### src/rtl/rwd_pkg.sv
// ----------------------------------------------------------------------------
// rwd_pkg
// shared constants, register indexes and modular add helper
// ----------------------------------------------------------------------------
package rwd_pkg;

    localparam int VALUE_WIDTH_DEF = 31;
    localparam int MAX_W           = 64;
    localparam int BYTE_W          = 8;
    localparam int INDEX_W         = 2;

    typedef enum logic [INDEX_W-1:0] {
        REG_MODULUS  = 2'd0,
        REG_EXPONENT = 2'd1
    } reg_index_t;

    // (x + y) mod m for x, y below m
    function automatic logic [MAX_W-1:0] add_mod(
        input logic [MAX_W-1:0] x,
        input logic [MAX_W-1:0] y,
        input logic [MAX_W-1:0] m
    );
        logic [MAX_W:0] s;
        s = {1'b0, x} + {1'b0, y};
        if (s >= {1'b0, m})
        begin
            s = s - {1'b0, m};
        end
        return s[MAX_W-1:0];
    endfunction

endpackage

### src/rtl/rwd_reduce.sv
// ----------------------------------------------------------------------------
// rwd_reduce
// word mod modulus, one restoring step per stage, msb first
// ----------------------------------------------------------------------------
module rwd_reduce #(
    parameter int W = rwd_pkg::VALUE_WIDTH_DEF
) (
    input  logic         clk,
    input  logic         rst_n,
    input  logic         en,
    input  logic [W-1:0] m,
    input  logic         in_valid,
    input  logic [W-1:0] in_word,
    input  logic         in_last,
    output logic         out_valid,
    output logic [W-1:0] out_base,
    output logic         out_last
);

    logic         valid_reg [W];
    logic [W-1:0] rem_reg   [W];
    logic [W-1:0] word_reg  [W];
    logic         last_reg  [W];

    for (genvar s = 0; s < W; s++)
    begin : g_stage
        logic         v_in;
        logic [W-1:0] r_in;
        logic [W-1:0] w_in;
        logic         l_in;
        logic [W:0]   shifted;
        logic [W-1:0] rem_next;

        if (s == 0)
        begin : g_first
            assign v_in = in_valid;
            assign r_in = '0;
            assign w_in = in_word;
            assign l_in = in_last;
        end
        else
        begin : g_rest
            assign v_in = valid_reg[s-1];
            assign r_in = rem_reg[s-1];
            assign w_in = word_reg[s-1];
            assign l_in = last_reg[s-1];
        end

        always_comb
        begin
            shifted = {r_in, w_in[W-1-s]};
            if (shifted >= {1'b0, m})
            begin
                shifted = shifted - {1'b0, m};
            end
            rem_next = shifted[W-1:0];
        end

        always_ff @(posedge clk or negedge rst_n)
        begin
            if (!rst_n)
            begin
                valid_reg[s] <= 1'b0;
            end
            else if (en)
            begin
                valid_reg[s] <= v_in;
            end
        end

        always_ff @(posedge clk)
        begin
            if (en)
            begin
                rem_reg[s]  <= rem_next;
                word_reg[s] <= w_in;
                last_reg[s] <= l_in;
            end
        end
    end

    assign out_valid = valid_reg[W-1];
    assign out_base  = rem_reg[W-1];
    assign out_last  = last_reg[W-1];

endmodule

### config.mk
export PLATFORM = sky130hd
export DESIGN_NAME = rwd_reduce
export DESIGN_NICKNAME = d
export VERILOG_FILES = /design/src/rtl/rwd_pkg.sv /design/src/rtl/rwd_reduce.sv
export SDC_FILE = /design/constraint.sdc
export NUM_CORES = 2
export LEC_CHECK = 0
export BUFFER_PORTS_ARGS = -buffer_cell sky130_fd_sc_hd__buf_2
export CORE_ASPECT_RATIO = 0.6
export CORE_MARGIN = 2
export CORE_UTILIZATION = 60
export DETAILED_ROUTE_END_ITERATION = 16
export PLACE_DENSITY = 0.76
export SYNTH_ARGS = -nofsm -noshare
export SYNTH_HDL_FRONTEND = slang
export SYNTH_SLANG_ARGS = --single-unit
### constraint.sdc
create_clock -name clk -period 5.13 [get_ports clk]
set_clock_uncertainty 0.2 [all_clocks]
set_input_delay 0.513 -clock clk [delete_from_list [all_inputs] [get_ports clk]]
set_output_delay 0.513 -clock clk [all_outputs]
set_load 0.01 [all_outputs]
---- After elaboration in Yosys (flattened, before gate mapping) ----
Memories as Yosys holds them, arrays and structs flattened.
Index checks and enable logic that the tools add are counted.
storage, ports and cells
  output and inout bits ................... 33
  latch bits .............................. 0
  bits in writable memories ............... 1953
  memory bits (read-only) ................. 0
  input port bits ......................... 67
  logic and storage cells ................. 129
  register bits ........................... 31
  memories ................................ 3
memories
  memory    depth  bits a word  read ports  clocked after memory_dff  wr ports  RTL line          RTL
  rem_reg   31     31           31          0                         31        rwd_reduce.sv:21  logic [W-1:0] rem_reg [W];
  word_reg  31     31           30          0                         31        rwd_reduce.sv:22  logic [W-1:0] word_reg [W];
  last_reg  31     1            31          0                         31        rwd_reduce.sv:23  logic last_reg [W];
cells by class
  bitwise logic cells ..................... 0
  order comparisons ....................... 31
  div/mod/pow operators ................... 0
  multipliers ............................. 0
  equal/unequal tests ..................... 0
  muxes and demuxes ....................... 33
  add/sub/neg operators ................... 31
  shift-type cells ........................ 0
  reduce and logical (&&, ||, !) cells .... 0
operators by type and width
  operator                                                        count
  31-bit 2-to-1 mux                                               31
  32-bit by 31-bit greater-or-equal comparator with 1-bit output  30
  31-bit subtractor                                               30
  1-bit by 31-bit greater-or-equal comparator with 1-bit output   1
  1-bit by 31-bit subtractor with 31-bit output                   1
  1-bit 2-to-1 mux                                                2

---- Logic depth before layout (Yosys ltp) ----
An unclocked memory read counts as a cell.
  depth in word-level cells ............... 3
  mapped depth ............................ 16
  mapped depth without buffers ............ 14

---- Worst setup path after synthesis ----
OpenSTA, ideal clock, no wires.
  kind .................................... input-to-reg
  from .................................... input port m[11]
  to ...................................... memory rem_reg[6][77] (netlist name) (data pin)
  path buffers ............................ 1
  stages .................................. 11
  data required time ...................... 4.670 ns
  arrival time ............................ 3.758 ns
  setup time .............................. 0.260 ns
  setup slack ............................. 0.913 ns
  cells stage by stage .................... inv_1 ha_1 a21o_1 a21o_1 a211o_1 a21o_1 a221o_1 a211o_1 a2111oi_2 buf_4 mux2_2
RTL lines
  element             RTL line          RTL
  start: declaration  rwd_reduce.sv:11  input logic [W-1:0] m,
  end: declaration    rwd_reduce.sv:21

==> metrics <==
status finished, final reports clean; critical path launch point type register; largest family of logic cells by synthesized area compound AO/OA/AOI/OAI gates; max FFs per register ~960; synthesis-to-finish area growth 10.2%; Reg2Reg Setup Slack ~0.74 ns; Post-DP HPWL 213 mm; cts bufs inserted around 160; initial antenna violation count 7; Worst EP arrival approximately 4.7 ns; Worst Path Buf+Inv 2; drt wl/cell roughly 23 µm; Port Buffer Count between 90 and 100; Slew headroom around 8.7%; Root Buffer clkbuf_16; Post-Syn Nets around 11k; RSZ-0062 raised after global routing no; 1st-iter DRT viols 9059; drt via density ~6.4; Post-DRT Antenna Nets 0; num ports 100; die width between 500 and 600 µm; drt drc 0; Final GP Congestion 0.985; fin. max-slew vios 0; Worst Tran Pin Value ~1.4 ns; setup violators final 0; Max-Cap Viols 0; CTS tree built; post-synthesis compound-gate area fraction around a fifth; first-pass GRT wire length ~440 mm; final setup TNS 0 ns; latest clock arrival within the worst-skew pair between 0.8 and 0.9 ns; kind of cell adding the most delay to the critical path compound AO/OA/AOI/OAI gates; Die ar. 0.172 mm²; Yosys cell types 100; r2r endpoint rem_reg[6][115]; Synth Area in Adders about an eighth; Max clock buf depth 4; critical path fanouts, max 59; Core Region ~0.17 mm²; pwr/cell area 712 mW/mm²; Reg clk slew, reported paths 0.07 ns; EDFF count, synth about 1.5k; cell type with the largest total area after synthesis edfxtp_1; number of synthesized register bits about 1.5k; vias in the first global route 73.9k; Synth Flop Type edfxtp_1; peak supply drop approximately 0.36 mV; CP max-delay cell nor3b_1; Tcrit/Tclk final 85.6%; minimum clock period after layout ~4.4 ns; die height approximately 320 µm; CTS H-Tree Depth 4; critical path data required time roughly 5.5 ns; Fin. Hold Viols 0; leak pwr roughly 45 nW; Cell Chain, Critical Path inv_1, ha_1, fa_1, nor2b_1, o21ai_0, a21boi_0, o21ai_0, a21oi_1, nor3b_1, o21ba_2, o41ai_1, a31oi_4, buf_12, nor2_1, a221o_1; layout net count 11.1k; Fmax 0.228 GHz; asr flop ratio synth 2.08%; Placed Area 0.107 mm²; Synth Instances between 9k and 10k; final instance area 0.112 mm²; layout cells sized above 1 roughly 11%; max incr delay on CP between 0.5 and 0.6 ns; Row Count 116; grt ovf 0; post-synthesis simple-gate area fraction about 11%; overall routing resource usage between 30% and 40%; mapped cell area a little over 0.1 mm²; number of gates resized after cts 0; multiplexer share of the synthesized area approximately 4.4%; vias 79.7k; Critical Path Sink Type register; post-synthesis xor/xnor area fraction between 6 and 7%; Seq/Total Area, Yosys around 44%; Crit path top cell by count o21ai_0; largest net degree at the start of global routing around 130; crit path kind reg2reg; routed wire length 287 mm; worst min-delay path category in2async; Mapped Avg Cell Area about 10 µm²; Clock Sinks around 1.5k; Yosys top cell area share a little over two fifths; Synthesis Warnings 0; initial core utilization ~61%; drt first pass iters 9; Reg2Reg Depth 15; largest cells by area after synthesis edfxtp_1 43%, ha_1 11%, a21oi_1 4.7%; Reg-to-Reg Start word_reg[6][65]
-- per-layer routing --
layer / vias up / share of wire [%] / track usage [%]
li1: 37400 / - / -
met1: 37800 / 47 / 52.5
met2: 4010 / 38 / 43.4
met3: 516 / 12 / 7.48
met4: 0 / 3.0 / 9.25
met5: - / 0 / 0
-- cell type report --
| cell class | count | area (µm²) |
|---|---|---|
| multi-input combinational | 7695 | 54800 |
| tap | 2242 | 2810 |
| antenna | 1 | 2.50 |
| sequential | 1488 | 44500 |
| clock buffer | 186 | 4090 |
| timing repair buffer | 389 | 3560 |
| clock inverter | 85 | 863 |
| fill | 12700 | 55500 |
| inverter | 307 | 1150 |
-- cells in the mapped netlist, drive strengths merged, types with 125 or more instances --
| cell | count |
|---|---|
| edfxtp | 1457 |
| a21oi | 955 |
| ha | 932 |
| o21ai | 820 |
| nand2 | 797 |
| nor2 | 616 |
| a21o | 516 |
| xnor2 | 470 |
| mux2 | 374 |
| xor2 | 326 |
| inv | 307 |
| clkbuf | 201 |
| nand4 | 155 |
| nor2b | 152 |
| nand3 | 149 |
| nor3 | 133 |
| nand2b | 131 |
| o21bai | 125 |
-- worst max path at each step --
stage	startpoint	end	slack, ns	cells past startpoint
floorplan	m[11]	rem_reg[6][77]	0.91	11
global placement	m[13]	rem_reg[1][88]	0.14	15
detailed placement	m[13]	rem_reg[1][88]	0.16	15
CTS	word_reg[6][65]	rem_reg[6][115]	0.84	15
global route	word_reg[6][65]	rem_reg[6][115]	0.57	15
finish	word_reg[6][65]	rem_reg[6][115]	0.74	15
-- through the flow --
stage | total power, mW | utilization [%] | instances | hold WS, ns | worst slack, ns
after floorplan | 54.9 | - | 9765 | 0.0174 | 0.913
after global routing | 84.9 | 66.8 | 12400 | 0.113 | 0.568
final | 79.6 | 66.8 | 12400 | 0.0802 | 0.739
after detailed placement | 66.5 | 63.7 | 12100 | 0.205 | 0.162
after global placement | 65.7 | 63.7 | 12100 | 0.200 | 0.140
after CTS | 78.5 | 66.8 | 12400 | 0.0444 | 0.843
-- report_power, final --
part	total, mW	internal, mW	switching [mW]
combinational	44.4	19.3	25.1
clock	11.4	6.46	4.93
sequential	23.8	20.3	3.45
-- layout by cell type (no fill, tap or decap), types with 35 or more instances in the layout --
cell type	count
xnor2_1	470
mux2_2	370
and2_1	35
edfxtp_1	1457
and3_1	81
a21o_1	516
o31ai_1	65
ha_1	932
a211oi_1	52
o21ai_1	56
o21bai_1	125
nand4_1	155
inv_1	277
o21ai_0	758
nand2b_1	131
o21a_1	123
nor3_1	132
nand3_1	149
buf_4	194
buf_2	97
clkbuf_16	159
xor2_1	326
nor2_1	614
a31oi_1	96
nor2b_1	152
a21oi_1	950
or3_1	39
buf_12	64
a21boi_0	45
nand2_1	797
-- timing repair --
item                      4_1_cts  5_1_grt
hold buffers                   34        0
hold endpoints to repair       64        0
buffers inserted                0        0
-- cells by family after synthesis --
logic type	count (synthesis)
AO/OA/AOI/OAI	3117
AND/OR/NAND/NOR	2417
flip-flops	1488
adder cells (fa/ha/maj)	962
XOR/XNOR	796
buffers and inverters	582
multiplexers	403
Power figures use the tool's default switching activity.
